$ cat config.mk
export PLATFORM = sky130hd
export DESIGN_NAME = dust_sensor_frame_parser
export DESIGN_NICKNAME = d
export VERILOG_FILES = /design/src/rtl/dsfp_pkg.sv /design/src/rtl/dust_sensor_frame_parser.sv
export SDC_FILE = /design/constraint.sdc
export NUM_CORES = 1
export LEC_CHECK = 0
export BUFFER_PORTS_ARGS = -buffer_cell sky130_fd_sc_hd__buf_2
export CORE_MARGIN = 1.5
export CORE_UTILIZATION = 48
export DETAILED_ROUTE_END_ITERATION = 10
export PLACE_DENSITY = 0.67
export SLEW_MARGIN = 20
export SYNTH_ARGS = -nofsm -noshare
export SYNTH_HDL_FRONTEND = slang
export SYNTH_SLANG_ARGS = --single-unit
$ cat constraint.sdc
create_clock -name clk -period 4.3 [get_ports clk]
set_input_delay 0 -clock clk [delete_from_list [all_inputs] [get_ports clk]]
set_output_delay 0 -clock clk [all_outputs]
set_load 0.01 [all_outputs]
$ cat src/rtl/dsfp_pkg.sv
// Shared types and constants of the particulate sensor frame parser.
package dsfp_pkg;

  // Header bytes that open every frame
  localparam logic [7:0] HDR_FIRST  = 8'h42;
  localparam logic [7:0] HDR_SECOND = 8'h4D;

  // Payload geometry
  localparam int unsigned IDX_W          = 5;
  localparam logic [15:0] MIN_LENGTH     = 16'd28;
  localparam logic [IDX_W-1:0] SUMMED_LAST = 5'd25;
  localparam logic [IDX_W-1:0] CHECK_HIGH_IDX = 5'd26;
  localparam logic [IDX_W-1:0] LAST_IDX  = 5'd27;

  // Payload offsets of the big-endian atmospheric PM words
  localparam logic [IDX_W-1:0] PM1_OFFSET  = 5'd6;
  localparam logic [IDX_W-1:0] PM25_OFFSET = 5'd8;
  localparam logic [IDX_W-1:0] PM10_OFFSET = 5'd10;

  // Parser phase
  typedef enum logic [2:0] {
    PH_HUNT1   = 3'd0,
    PH_HUNT2   = 3'd1,
    PH_LEN_HI  = 3'd2,
    PH_LEN_LO  = 3'd3,
    PH_PAYLOAD = 3'd4
  } phase_t;

  // Frame status codes
  typedef enum logic [1:0] {
    ST_VALID   = 2'd0,
    ST_BAD_SUM = 2'd1,
    ST_SHORT   = 2'd2
  } status_t;

endpackage

$ cat src/rtl/dust_sensor_frame_parser.sv
// Particulate sensor serial frame parser: input register, parser logic, result register.

// The parser takes one received byte per clock and returns a result word for
// every frame that ends (valid, checksum mismatch or short length field).
// Each byte passes an input register and then, if it closes a frame, the
// result register, which drives the outputs. Bytes are accepted back to back
// at one per cycle; the input side stalls only while a result waits in the
// result register and the next byte would produce another one. parser_enable
// resets to 0 and is set through cfg_write/cfg_data; while it is low bytes are
// dropped and the parser returns to hunting for the header.
module dust_sensor_frame_parser (
  input  logic        clk,
  input  logic        rst,
  input  logic        cfg_write,
  input  logic        cfg_data,
  input  logic        in_valid,
  output logic        in_stall,
  input  logic [7:0]  rx_byte,
  output logic        out_valid,
  input  logic        out_stall,
  output logic [15:0] pm1_value,
  output logic [15:0] pm25_value,
  output logic [15:0] pm10_value,
  output logic [1:0]  frame_status,
  output logic        first_valid
);

  logic                          parser_enable;
  logic                          byte_valid;
  logic [7:0]                    byte_q;
  dsfp_pkg::phase_t              phase;
  dsfp_pkg::phase_t              phase_next;
  logic [dsfp_pkg::IDX_W-1:0]    payload_index;
  logic [dsfp_pkg::IDX_W-1:0]    payload_index_next;
  logic [15:0]                   running_sum;
  logic [15:0]                   running_sum_next;
  logic [7:0]                    length_high;
  logic [7:0]                    length_high_next;
  logic [15:0]                   captured_pm [3];
  logic [15:0]                   captured_pm_next [3];
  logic [7:0]                    check_high;
  logic [7:0]                    check_high_next;
  logic                          sensor_seen;
  logic                          sensor_seen_next;

  logic                          emit;
  logic [15:0]                   res_pm1;
  logic [15:0]                   res_pm25;
  logic [15:0]                   res_pm10;
  dsfp_pkg::status_t             res_status;
  logic                          res_first;
  logic                          out_free;
  logic                          advance;

  // Move the held word on unless it makes a result with no room for it
  assign out_free = !out_valid || !out_stall;
  assign advance  = byte_valid && (!emit || out_free);
  assign in_stall = byte_valid && !advance;

  // Configuration register
  always_ff @(posedge clk) begin
    if (rst) begin
      parser_enable <= 1'b0;
    end else if (cfg_write) begin
      parser_enable <= cfg_data;
    end
  end

  // Input register
  always_ff @(posedge clk) begin
    if (rst) begin
      byte_valid <= 1'b0;
    end else if (!in_stall) begin
      byte_valid <= in_valid;
    end
  end

  always_ff @(posedge clk) begin
    if (in_valid && !in_stall) begin
      byte_q <= rx_byte;
    end
  end

  // Next phase
  always_comb begin
    phase_next = phase;
    if (!parser_enable) begin
      phase_next = dsfp_pkg::PH_HUNT1;
    end else begin
      unique case (phase)
        dsfp_pkg::PH_HUNT1: begin
          if (byte_q == dsfp_pkg::HDR_FIRST) phase_next = dsfp_pkg::PH_HUNT2;
        end
        dsfp_pkg::PH_HUNT2: begin
          phase_next = (byte_q == dsfp_pkg::HDR_SECOND) ? dsfp_pkg::PH_LEN_HI
                                                        : dsfp_pkg::PH_HUNT1;
        end
        dsfp_pkg::PH_LEN_HI: begin
          phase_next = dsfp_pkg::PH_LEN_LO;
        end
        dsfp_pkg::PH_LEN_LO: begin
          phase_next = ({length_high, byte_q} < dsfp_pkg::MIN_LENGTH) ?
                       dsfp_pkg::PH_HUNT1 : dsfp_pkg::PH_PAYLOAD;
        end
        dsfp_pkg::PH_PAYLOAD: begin
          if (payload_index == dsfp_pkg::LAST_IDX) phase_next = dsfp_pkg::PH_HUNT1;
        end
        default: phase_next = dsfp_pkg::PH_HUNT1;
      endcase
    end
  end

  // Frame datapath and result
  always_comb begin
    payload_index_next  = payload_index;
    running_sum_next    = running_sum;
    length_high_next    = length_high;
    captured_pm_next    = captured_pm;
    check_high_next     = check_high;
    sensor_seen_next    = sensor_seen;
    emit                = 1'b0;
    res_pm1             = 16'h0000;
    res_pm25            = 16'h0000;
    res_pm10            = 16'h0000;
    res_status          = dsfp_pkg::ST_VALID;
    res_first           = 1'b0;
    if (parser_enable) begin
      unique case (phase)
        dsfp_pkg::PH_LEN_HI: begin
          length_high_next = byte_q;
        end
        dsfp_pkg::PH_LEN_LO: begin
          if ({length_high, byte_q} < dsfp_pkg::MIN_LENGTH) begin
            emit       = 1'b1;
            res_status = dsfp_pkg::ST_SHORT;
          end else begin
            running_sum_next   = {8'h00, dsfp_pkg::HDR_FIRST} + {8'h00, dsfp_pkg::HDR_SECOND}
                               + {8'h00, length_high} + {8'h00, byte_q};
            payload_index_next = '0;
          end
        end
        dsfp_pkg::PH_PAYLOAD: begin
          // Sum the leading payload bytes
          if (payload_index <= dsfp_pkg::SUMMED_LAST) begin
            running_sum_next = running_sum + {8'h00, byte_q};
          end
          // Capture the PM words, high byte first
          unique case (payload_index)
            dsfp_pkg::PM1_OFFSET:
              captured_pm_next[0] = {byte_q, 8'h00};
            dsfp_pkg::PM1_OFFSET + 5'd1:
              captured_pm_next[0] = captured_pm[0] | {8'h00, byte_q};
            dsfp_pkg::PM25_OFFSET:
              captured_pm_next[1] = {byte_q, 8'h00};
            dsfp_pkg::PM25_OFFSET + 5'd1:
              captured_pm_next[1] = captured_pm[1] | {8'h00, byte_q};
            dsfp_pkg::PM10_OFFSET:
              captured_pm_next[2] = {byte_q, 8'h00};
            dsfp_pkg::PM10_OFFSET + 5'd1:
              captured_pm_next[2] = captured_pm[2] | {8'h00, byte_q};
            default: ;
          endcase
          if (payload_index == dsfp_pkg::CHECK_HIGH_IDX) begin
            check_high_next = byte_q;
          end
          // Close the frame on the last byte
          if (payload_index == dsfp_pkg::LAST_IDX) begin
            emit               = 1'b1;
            payload_index_next = '0;
            if ({check_high, byte_q} != running_sum) begin
              res_status = dsfp_pkg::ST_BAD_SUM;
            end else begin
              res_pm1          = captured_pm[0];
              res_pm25         = captured_pm[1];
              res_pm10         = captured_pm[2];
              res_first        = !sensor_seen;
              sensor_seen_next = 1'b1;
            end
          end else begin
            payload_index_next = payload_index + 5'd1;
          end
        end
        default: ;
      endcase
    end
  end

  // Parser state, updated as each word leaves the input register
  always_ff @(posedge clk) begin
    if (rst) begin
      phase          <= dsfp_pkg::PH_HUNT1;
      payload_index  <= '0;
      running_sum    <= 16'h0000;
      length_high    <= 8'h00;
      captured_pm[0] <= 16'h0000;
      captured_pm[1] <= 16'h0000;
      captured_pm[2] <= 16'h0000;
      check_high     <= 8'h00;
      sensor_seen    <= 1'b0;
    end else if (advance) begin
      phase          <= phase_next;
      payload_index  <= payload_index_next;
      running_sum    <= running_sum_next;
      length_high    <= length_high_next;
      captured_pm    <= captured_pm_next;
      check_high     <= check_high_next;
      sensor_seen    <= sensor_seen_next;
    end
  end

  // Result register
  always_ff @(posedge clk) begin
    if (rst) begin
      out_valid <= 1'b0;
    end else if (out_free) begin
      out_valid <= advance && emit;
    end
  end

  always_ff @(posedge clk) begin
    if (out_free && advance && emit) begin
      pm1_value    <= res_pm1;
      pm25_value   <= res_pm25;
      pm10_value   <= res_pm10;
      frame_status <= res_status;
      first_valid  <= res_first;
    end
  end

`ifndef SYNTHESIS
  // A failed frame carries no concentrations
  assert property (@(posedge clk) disable iff (rst)
    out_valid && frame_status != dsfp_pkg::ST_VALID |->
      pm1_value == 16'h0000 && pm25_value == 16'h0000 && pm10_value == 16'h0000
      && !first_valid)
    else $error("failed frame result carries data");

  // The first-valid flag is shown only once the sensor has been marked seen
  assert property (@(posedge clk) disable iff (rst)
    out_valid && first_valid |-> sensor_seen)
    else $error("first_valid without sensor_seen");

  // A word that closes a frame never overwrites a waiting result
  assert property (@(posedge clk) disable iff (rst)
    out_valid && out_stall && byte_valid && emit |=> out_valid && $stable(frame_status))
    else $error("waiting result lost");
`endif

endmodule
# After elaboration in Yosys (flattened, before gate mapping)
# Index checks and enable logic that the tools add are counted.
# Widths: inputs -> output; s select.
word_totals:
  latch_bits: 0
  ff_bits: 151
  n_memories: 0
  wordCells: 102
  romBits: 0
  in_bits: 14
  output_inout_bits: 53
  ramBits: 0
classes:
  muxes: 23
  n_mul: 0
  reduce_logical: 29
  shifts: 0
  n_eq_ne: 19
  addsub: 4
  n_bitwise: 7
  magnitude_cmp: 2
  n_div: 0
ops:
  columns: ["cell", "count"]
  rows:
  - ["$pmux 16 s2", 4]
  - ["$or 16x8->16", 3]
  - ["$mux 16", 2]
  - ["$eq 5x4->1 const B", 4]
  - ["$reduce_and 4->1", 5]
  - ["$add 16x8->16", 1]
  - ["$eq 8x7->1 const B", 2]
  - ["$lt 16x5->1 const B", 1]
  - ["$ne 16x16->1", 1]
  - ["$pmux 3 s5", 1]
  - ["$mux 3", 4]
  - ["$add 9x8->10", 1]
  - ["$eq 5x3->1 const B", 2]
  - ["$eq 5x5->1 const B", 2]
  - ["$mux 5", 2]
  - ["$pmux 5 s2", 1]
  - ["$reduce_and 5->1", 2]
  - ["$add 8x8->9 const A", 1]
  - ["$reduce_bool 2->1", 4]
  - ["$eq 3x2->1 const B", 2]
  - ["$logic_and 1x1->1", 6]
  - ["$logic_not 1->1", 6]
  - ["$ne 3x3->1 const B", 2]
  - ["$reduce_and 3->1", 2]
  - ["13 further kinds", 23]

# Longest topological paths before layout
# Gate-level depths: netlist of the first run.
depth:
  ltp_word: 11
  mapped_depth: 13
  depth_no_buf: 12

# Least setup slack after synthesis of the first run
# Ideal clock, no wire load.
synth_path:
  path_type: "register to register"
  from: "register phase[1]"
  to: "register first_valid, enable pin"
  t_arrival_ns: 2.866
  setup_ns: 0.414
  period_less_slack_ns: 3.280
  n_path_buf: 2
  path_stages_with_launch: 8
  slack_ns: 1.020
  t_required_ns: 3.886
  path_cell_list: "dfxtp_1 and4bb_2 nand4_2 o21ai_2 buf_6 nor2_1 clkbuf_1 and2_1"
synth_via:
  elab_chain_len: 8
  word_cells_on_any_way: 9
  cone_classes: "2 x eq/ne; 2 x mux; 5 x reduce/logical"
synth_lines:
  columns: ["element", "line_no", "source"]
  rows:
  - ["start: declaration", "dust_sensor_frame_parser.sv:31", "dsfp_pkg::phase_t phase;"]
  - ["start signal: assignment", "dust_sensor_frame_parser.sv:191", "phase <= dsfp_pkg::PH_HUNT1;"]
  - ["start signal: assignment", "dust_sensor_frame_parser.sv:201", "phase <= phase_next;"]
  - ["$eq 3x3->1 / $eq 3x2->1 (equally long branches)", "dust_sensor_frame_parser.sv:128", "unique case (phase)"]
  - ["$pmux 1 s2 *", "dust_sensor_frame_parser.sv:128", null]
  - ["$mux 1 *", "dust_sensor_frame_parser.sv:127", "if (parser_enable) begin"]
  - ["$logic_not 1->1", "dust_sensor_frame_parser.sv:57", "assign advance = byte_valid && (!emit || out_free);"]
  - ["$logic_or 1x1->1", "dust_sensor_frame_parser.sv:57", null]
  - ["$logic_and 1x1->1", "dust_sensor_frame_parser.sv:57", null]
  - ["$logic_and 1x1->1", "dust_sensor_frame_parser.sv:221", "if (out_free && advance && emit) begin"]
  - ["$logic_and 1x1->1 *", "dust_sensor_frame_parser.sv:221", null]
  - ["end signal: assignment", "dust_sensor_frame_parser.sv:226", "first_valid <= res_first;"]
  - ["end: declaration", "dust_sensor_frame_parser.sv:25", "output logic first_valid"]
# Mark *: on every way between the ends. The rest lies on a longest branch, timed or not.
# A chain may end at the register's enable or synchronous reset.

# Final worst setup path of the first run
layout_path:
  from: "register byte_q[6]"
  to: "register running_sum[2]"
layout_via:
  elab_chain_len: 8
  word_cells_on_any_way: 9
  cone_classes: "1 x order compare; 1 x eq/ne; 3 x mux; 4 x reduce/logical"
layout_lines:
  columns: ["element", "line_no", "source"]
  rows:
  - ["start: declaration", "dust_sensor_frame_parser.sv:30", "logic [7:0] byte_q;"]
  - ["start signal: assignment", "dust_sensor_frame_parser.sv:80", "byte_q <= rx_byte;"]
  - ["$lt 16x5->1 *", "dust_sensor_frame_parser.sv:133", "if ({length_high, byte_q} < dsfp_pkg::MIN_LENGTH) begin"]
  - ["$mux 1", "dust_sensor_frame_parser.sv:133", null]
  - ["$pmux 1 s2", "dust_sensor_frame_parser.sv:128", null]
  - ["$mux 1", "dust_sensor_frame_parser.sv:127", null]
  - ["$logic_not 1->1", "dust_sensor_frame_parser.sv:57", null]
  - ["$logic_or 1x1->1", "dust_sensor_frame_parser.sv:57", null]
  - ["$logic_and 1x1->1", "dust_sensor_frame_parser.sv:57", null]
  - ["$reduce_and 5->1 (no line) *", null, null]
  - ["end signal: assignment", "dust_sensor_frame_parser.sv:203", "running_sum <= running_sum_next;"]
  - ["end: declaration", "dust_sensor_frame_parser.sv:35", "logic [15:0] running_sum;"]
# Marked as above.

==> flow_metrics.py, run 1 <==
metrics = {
    "status": {
        "run_status": "completed",
    },
    "cells_and_area": {
        "drive_above_1_share": 0.168,
        "multi_input_comb_area_sq_um": 3080,
        "seqCellArea_sq_um": 3610,
        "stdcell_area_sq_um": 8180,
        "area_delta_synth_final_pct": 17.2,
        "n_antenna_cell": 0,
        "final_nets": 802,
        "fillers": 1172,
        "final_util": 0.583,
    },
    "critical_path": {
        "worst-setup-path-type": "reg2reg",
        "cp-end-kind": "flop",
        "crit_fanout": 22,
        "critPathLaunchType": "flop",
        "crit_arrival_ns": 3.66,
        "ff2ff_path_depth": 6,
        "required_ns": 4.64,
    },
    "detailed_routing": {
        "drcViolationCount": 0,
        "via_per_inst": 5.63,
        "vias": 5358,
        "drt_first_pass_iters": 5,
        "ant_nets": 0,
        "first_iter_violations": 537,
        "routed_wl_um": 16600,
        "route.detailed.wl_per_inst_um": 17.5,
    },
    "clock_network": {
        "tritoncts.num_buffers": 17,
        "cts_sinks": 151,
        "clk_latency_ns": 0.43,
        "clk_path_buf_depth": 2,
        "htreeDepth": 4,
        "path_clk_slew_ns": 0.07,
        "holdBufCountCts": 13,
        "cts_setup_buffers": 0,
        "cts_resized": 0,
        "cts_tree": "yes",
        "cts-root-buf": "clkbuf_16",
    },
    "power": {
        "power_frac_clock": 0.488,
        "intPower_mw": 2.49,
        "powerDensity_nw_per_um2": 396,
        "seq_power_share": 0.468,
        "total_power_mw": 3.24,
        "p_switching_uw": 755,
        "peakVddDrop_uv": 272,
        "p_leak_nw": 2.84,
        "switching_share": 0.233,
        "p_comb_frac": 0.044,
    },
    "synth": {
        "synth_mux_area_frac": 0.0493,
        "avgSynthCellArea_sq_um": 10.1,
        "synth_commonest_cells": "dfxtp_1, nor2_1, edfxtp_1, and2_1, a21oi_1",
        "synth_area_leader_cell": "dfxtp_1",
        "synthArstFlopShare": 0,
        "synth_top_family_by_area": "simple AND/OR/NAND/NOR gates",
        "netlist_area_sq_um": 6980,
        "ys.flop_type": "dfxtp_1",
        "yosysMostFrequentCell": "dfxtp_1",
        "synth-simple-area-share": 0.207,
        "synth_xor_area_frac": 0.0201,
        "yosys.area_share.adder": 0.0541,
        "ys_ff_latch": 151,
        "synth-edff-count": 59,
        "synth_compound_area_frac": 0.108,
        "syn_inst": 693,
        "yosysWarningCount": 0,
        "synth_top_area_frac": 0.264,
        "synthesis.nets": 736,
        "ys_top_cells_by_area": "dfxtp_1, edfxtp_1, and2_1",
        "yosysUniqueCellTypes": 56,
        "yosysSeqAreaShare": 0.518,
    },
    "sta": {
        "tns_ns": 0,
        "finalClockSkew_ns": 0.00853,
        "fmax_mhz": 301,
        "hold_viol_final": 0,
        "finalSetupViolCount": 0,
        "min_period_over_period": 0.772,
        "tightestPinTransition_ns": 0.881,
        "rsz0062_at_grt": "no",
        "drv_slew": 0,
        "period_needed_ns": 3.32,
        "maxSlewHeadroom": 0.408,
    },
    "job": {
        "max-cap-violations": 0,
    },
    "global_route": {
        "overflow": 0,
        "grt_pass1_wl_um": 26400,
        "antenna_found_initial": 0,
        "track_usage": 0.231,
        "grt_max_degree": 52,
        "grt_pass1_vias": 5113,
    },
    "worst_hold_path": {
        "hold_depth": 2,
        "hold_path_class": "in2reg",
    },
    "placed_design": {
        "place_area_sq_um": 7420,
        "hpwlAfterDp_um": 11400,
        "port_buffers": 66,
        "gp_congestion": 0.963,
    },
    "floorplanning": {
        "die_w_um": 124,
        "core_area_sq_um": 14000,
        "ios": 67,
        "start_util": 0.497,
        "rows": 43,
        "die_h_um": 124,
        "die_area_sq_um": 15300,
    },
}
## layout by cell type, fill, tap and decap left out, types with 5 or more instances in the layout
| cell | instances |
|---|---|
| dfxtp_1 | 92 |
| a31oi_1 | 14 |
| nor4_2 | 6 |
| o31ai_1 | 8 |
| nand3_1 | 20 |
| nand4_1 | 15 |
| nand2_1 | 21 |
| buf_4 | 8 |
| xnor2_1 | 12 |
| mux2i_1 | 31 |
| and2_1 | 53 |
| nor4_1 | 9 |
| o21ai_0 | 28 |
| nand2b_1 | 14 |
| edfxtp_1 | 59 |
| dlygate4sd3_1 | 13 |
| or2_2 | 6 |
| clkbuf_16 | 17 |
| a211oi_1 | 9 |
| nor2_1 | 78 |
| inv_1 | 32 |
| ha_1 | 27 |
| nor3b_1 | 5 |
| nor3_1 | 10 |
| buf_2 | 66 |
| a21oi_1 | 51 |
## power groups by stage
stage	Clock (mW)	Sequential (mW)	Combinational [mW]
CTS	1.59	1.52	0.141
global route	1.65	1.52	0.161
finish	1.58	1.52	0.143
detailed placement	0	1.55	0.131
global placement	0	1.55	0.128
floorplan	0	1.52	0.114
## per-stage QoR
stage	hold slack (ns)	instances	setup WS, ns
floorplan	0.0989	693	1.02
global placement	0.178	907	1.18
detailed placement	0.178	907	1.13
CTS	0.0272	952	1.05
global route	0.0510	952	0.807
finish	0.0320	952	0.979
## logic make-up after synthesis
group	after synthesis
xor gates and xnor gates	16
AOI/OAI and AO/OA	127
adders and majority gates	29
and+or+nand+nor	264
buffers and inverters	72
muxes	34
DFF	151
## critical path: stages, from the launching register on
cell and delay, ns:
edfxtp_1 0.72, nor4_1 0.54, nand2_1 0.23, nor4_4 0.70, or2_2 0.54, nor2_1 0.24
a211oi_1 0.26
## sequential cells by signal, summed over array words and instances (netlist names), 2 cells and up
signal         flops
running_sum       16
byte_q             8
pm25_value        16
phase              3
check_high         8
pm1_value         16
pm10_value        16
length_high        8
captured_pm       48
payload_index      5
frame_status       2
## path summary, 6_finish.rpt
check / startpoint / endpoint / slack (ns)
max: byte_q[6]$_DFFE_PP_ / running_sum[2]$_SDFFE_PP0P_ / 0.98
min reg2reg: captured_pm[4]$_SDFFE_PP0P_ / captured_pm[4]$_SDFFE_PP0P_ / 0.47
min: rst / captured_pm[41]$_SDFFE_PP0P_ / 0.03
max reg2reg: byte_q[6]$_DFFE_PP_ / running_sum[2]$_SDFFE_PP0P_ / 0.98
## area by class of cell
| class | count | area share |
|---|---|---|
| Inverter | 32 | 0.0147 |
| Clock inverter | 14 | 0.0229 |
| Tap cell | 180 | 0.0275 |
| Sequential cell | 151 | 0.442 |
| Multi-Input combinational cell | 470 | 0.376 |
| Timing Repair Buffer | 87 | 0.0636 |
| Clock buffer | 18 | 0.0537 |
## per-layer routing
layer  vias to the layer above  wire length (um)  share of wire  global-route usage
met1                      2574              7300           0.44               0.293
li1                       2599                 -              -                   -
met5                         -                 0              0                   0
met4                         0               248          0.015              0.0920
met2                       161              8220           0.49               0.389
met3                        24               884          0.053              0.0449
(Power assumes the default switching activity.)
==> run 2, diff against run 1 <==
--- a/config.mk
+++ b/config.mk
@@ -9,7 +9,7 @@
 export CORE_MARGIN = 1.5
 export CORE_UTILIZATION = 48
 export DETAILED_ROUTE_END_ITERATION = 10
-export PLACE_DENSITY = 0.67
+export PLACE_DENSITY = 0.69
 export SLEW_MARGIN = 20
 export SYNTH_ARGS = -nofsm -noshare
 export SYNTH_HDL_FRONTEND = slang
==> constraint.sdc (replaced) <==
create_clock -name clk -period 2.9 [get_ports clk]
set_input_delay 0 -clock clk [delete_from_list [all_inputs] [get_ports clk]]
set_output_delay 0 -clock clk [all_outputs]
set_load 0.01 [all_outputs]
==> flow_metrics.py, run 2 (synthesized netlist as in run 1, its figures left out) <==
metrics = {
    "status": {
        "run_status": "completed",
    },
    "critical_path": {
        "crit_fanout": 5,
        "critPathSlowestCell": "dlygate4sd3_1",
        "required_ns": 3.27,
        "crit_path_max_incr_delay_ns": 0.56,
        "r2r-start": "byte_q[6]$_DFFE_PP_",
        "cp-end-kind": "flop",
        "critPathBufInv": 1,
        "ff2ff_path_depth": 7,
        "critPathTopFamily": "simple AND/OR/NAND/NOR gates",
        "path_cells": "nor4_1 -> nand2_1 -> or2_2 -> o21ai_0 -> nand4_1 -> a21oi_1 -> dlygate4sd3_1",
        "crit_arrival_ns": 3.05,
        "rrSetupSlack_ns": 0.22,
        "r2r-end": "byte_valid$_SDFFE_PP0N_",
        "critPathLaunchType": "flop",
        "worst-setup-path-type": "reg2reg",
    },
    "clock_network": {
        "clk_path_buf_depth": 2,
        "cts_tree": "yes",
        "htreeDepth": 4,
        "cts-root-buf": "clkbuf_16",
        "path_clk_slew_ns": 0.07,
        "clk_latency_ns": 0.43,
        "tritoncts.num_buffers": 17,
        "cts_sinks": 151,
    },
    "worst_hold_path": {
        "hold_path_class": "in2reg",
        "min_to": "captured_pm[14]$_SDFFE_PP0P_",
        "hold_depth": 3,
        "min_from": "rst",
    },
    "global_route": {
        "overflow": 0,
        "antenna_found_initial": 0,
        "grt_max_degree": 46,
        "grt_pass1_wl_um": 26100,
        "grt_pass1_vias": 5180,
        "track_usage": 0.226,
    },
    "cells_and_area": {
        "largest_reg_flops": 48,
        "n_antenna_cell": 0,
        "final_common_cell": "dfxtp_1",
        "drive_above_1_share": 0.190,
        "final_cell_mix": "dfxtp_1, nor2_1, buf_2",
        "final_nets": 824,
        "top_register": "captured_pm",
        "area_delta_synth_final_pct": 18.7,
        "final_util": 0.590,
    },
    "floorplanning": {
        "start_util": 0.497,
        "ios": 67,
        "core_area_sq_um": 14000,
        "die_h_um": 124,
        "rows": 43,
        "die_w_um": 124,
        "die_area_sq_um": 15300,
    },
    "detailed_routing": {
        "drcViolationCount": 0,
        "vias": 5383,
        "ant_nets": 0,
        "first_iter_violations": 436,
        "routed_wl_um": 16500,
        "drt_first_pass_iters": 5,
        "via_per_inst": 5.53,
        "route.detailed.wl_per_inst_um": 16.9,
    },
    "power": {
        "powerDensity_nw_per_um2": 547,
        "p_leak_nw": 2.92,
        "peakVddDrop_uv": 371,
    },
    "sta": {
        "finalClockSkew_ns": 0.0114,
        "rsz0062_at_grt": "no",
        "tightestPinTransition_ns": 0.901,
        "tns_ns": 0,
        "min_period_over_period": 0.924,
        "hold_viol_final": 0,
        "period_needed_ns": 2.68,
        "hold_ws_ns": 0.0871,
        "drv_slew": 0,
        "finalSetupViolCount": 0,
        "maxSlewHeadroom": 0.394,
        "fmax_mhz": 373,
        "setup_ws_ns": 0.220,
    },
    "job": {
        "max-cap-violations": 0,
    },
    "placed_design": {
        "preCtsSetupSlack_ns": 0.152,
        "port_buffers": 66,
        "hpwlAfterDp_um": 11600,
        "gp_congestion": 0.879,
    },
}
## run 2: cell count changes in the layout (fill, tap and decap cells not counted), sizes merged
cell | previous run | this run
bufinv | 3 | 0
buf | 74 | 96
inv | 38 | 39
clkinv | 2 | 4
## run 2: worst reg2reg max path, stage by stage (launching register included)
cell and delay (ns):
edfxtp_1 0.52, nor4_1 0.30, nand2_1 0.19, or2_2 0.36, o21ai_0 0.29, nand4_1 0.21
a21oi_1 0.19, dlygate4sd3_1 0.56
## run 2: what timing repair did
item                                   CTS  global route
setup buffers                            0             3
endpoints found under the hold margin   11             0
setup endpoints to repair                0            44
resized for setup                        0             0
hold buffers                            13             0
## run 2: through the flow
stage,instance area (sq um),total power [mW],cells
after floorplan,6980,2.42,693
after global placement,7590,2.51,926
after detailed placement,7590,2.51,926
after CTS,8270,4.56,971
after global routing,8290,4.68,974
final,8290,4.53,974
## run 2: layout make-up
type	count	area (sq um)
tap	180	225
timing repair buffer	109	711
sequential	151	3610
multi-input combinational	470	3080
fill	1178	5750
inverter	32	120
clock buffer	18	429
clock inverter	14	116
## run 2: report_power, final
group | total [mW] | switching, mW | internal, mW
sequential | 2.22 | 0.0188 | 2.20
combinational | 0.270 | 0.165 | 0.106
clock | 2.04 | 0.926 | 1.12
## run 2: routing by layer
| metal | track usage | up-vias | part of all wire |
|---|---|---|---|
| met5 | 0 | - | 0 |
| met4 | 0.0819 | 0 | 0.019 |
| met3 | 0.0485 | 29 | 0.063 |
| met2 | 0.372 | 178 | 0.47 |
| met1 | 0.294 | 2537 | 0.45 |
| li1 | - | 2639 | - |
## run 2: worst max path at each step
stage	startpoint	to	depth (start not counted)
6_report	byte_q[6]$_DFFE_PP_	byte_valid$_SDFFE_PP0N_	7
5_1_grt	byte_q[6]$_DFFE_PP_	byte_valid$_SDFFE_PP0N_	7
4_1_cts	byte_q[4]$_DFFE_PP_	first_valid$_SDFFCE_PP0P_	8
3_5_place_dp	byte_q[4]$_DFFE_PP_	first_valid$_SDFFCE_PP0P_	8
3_3_place_gp	byte_q[4]$_DFFE_PP_	pm25_value[8]$_SDFFCE_PP0P_	8
2_1_floorplan	phase[1]$_SDFFE_PP0P_	first_valid$_SDFFCE_PP0P_	7
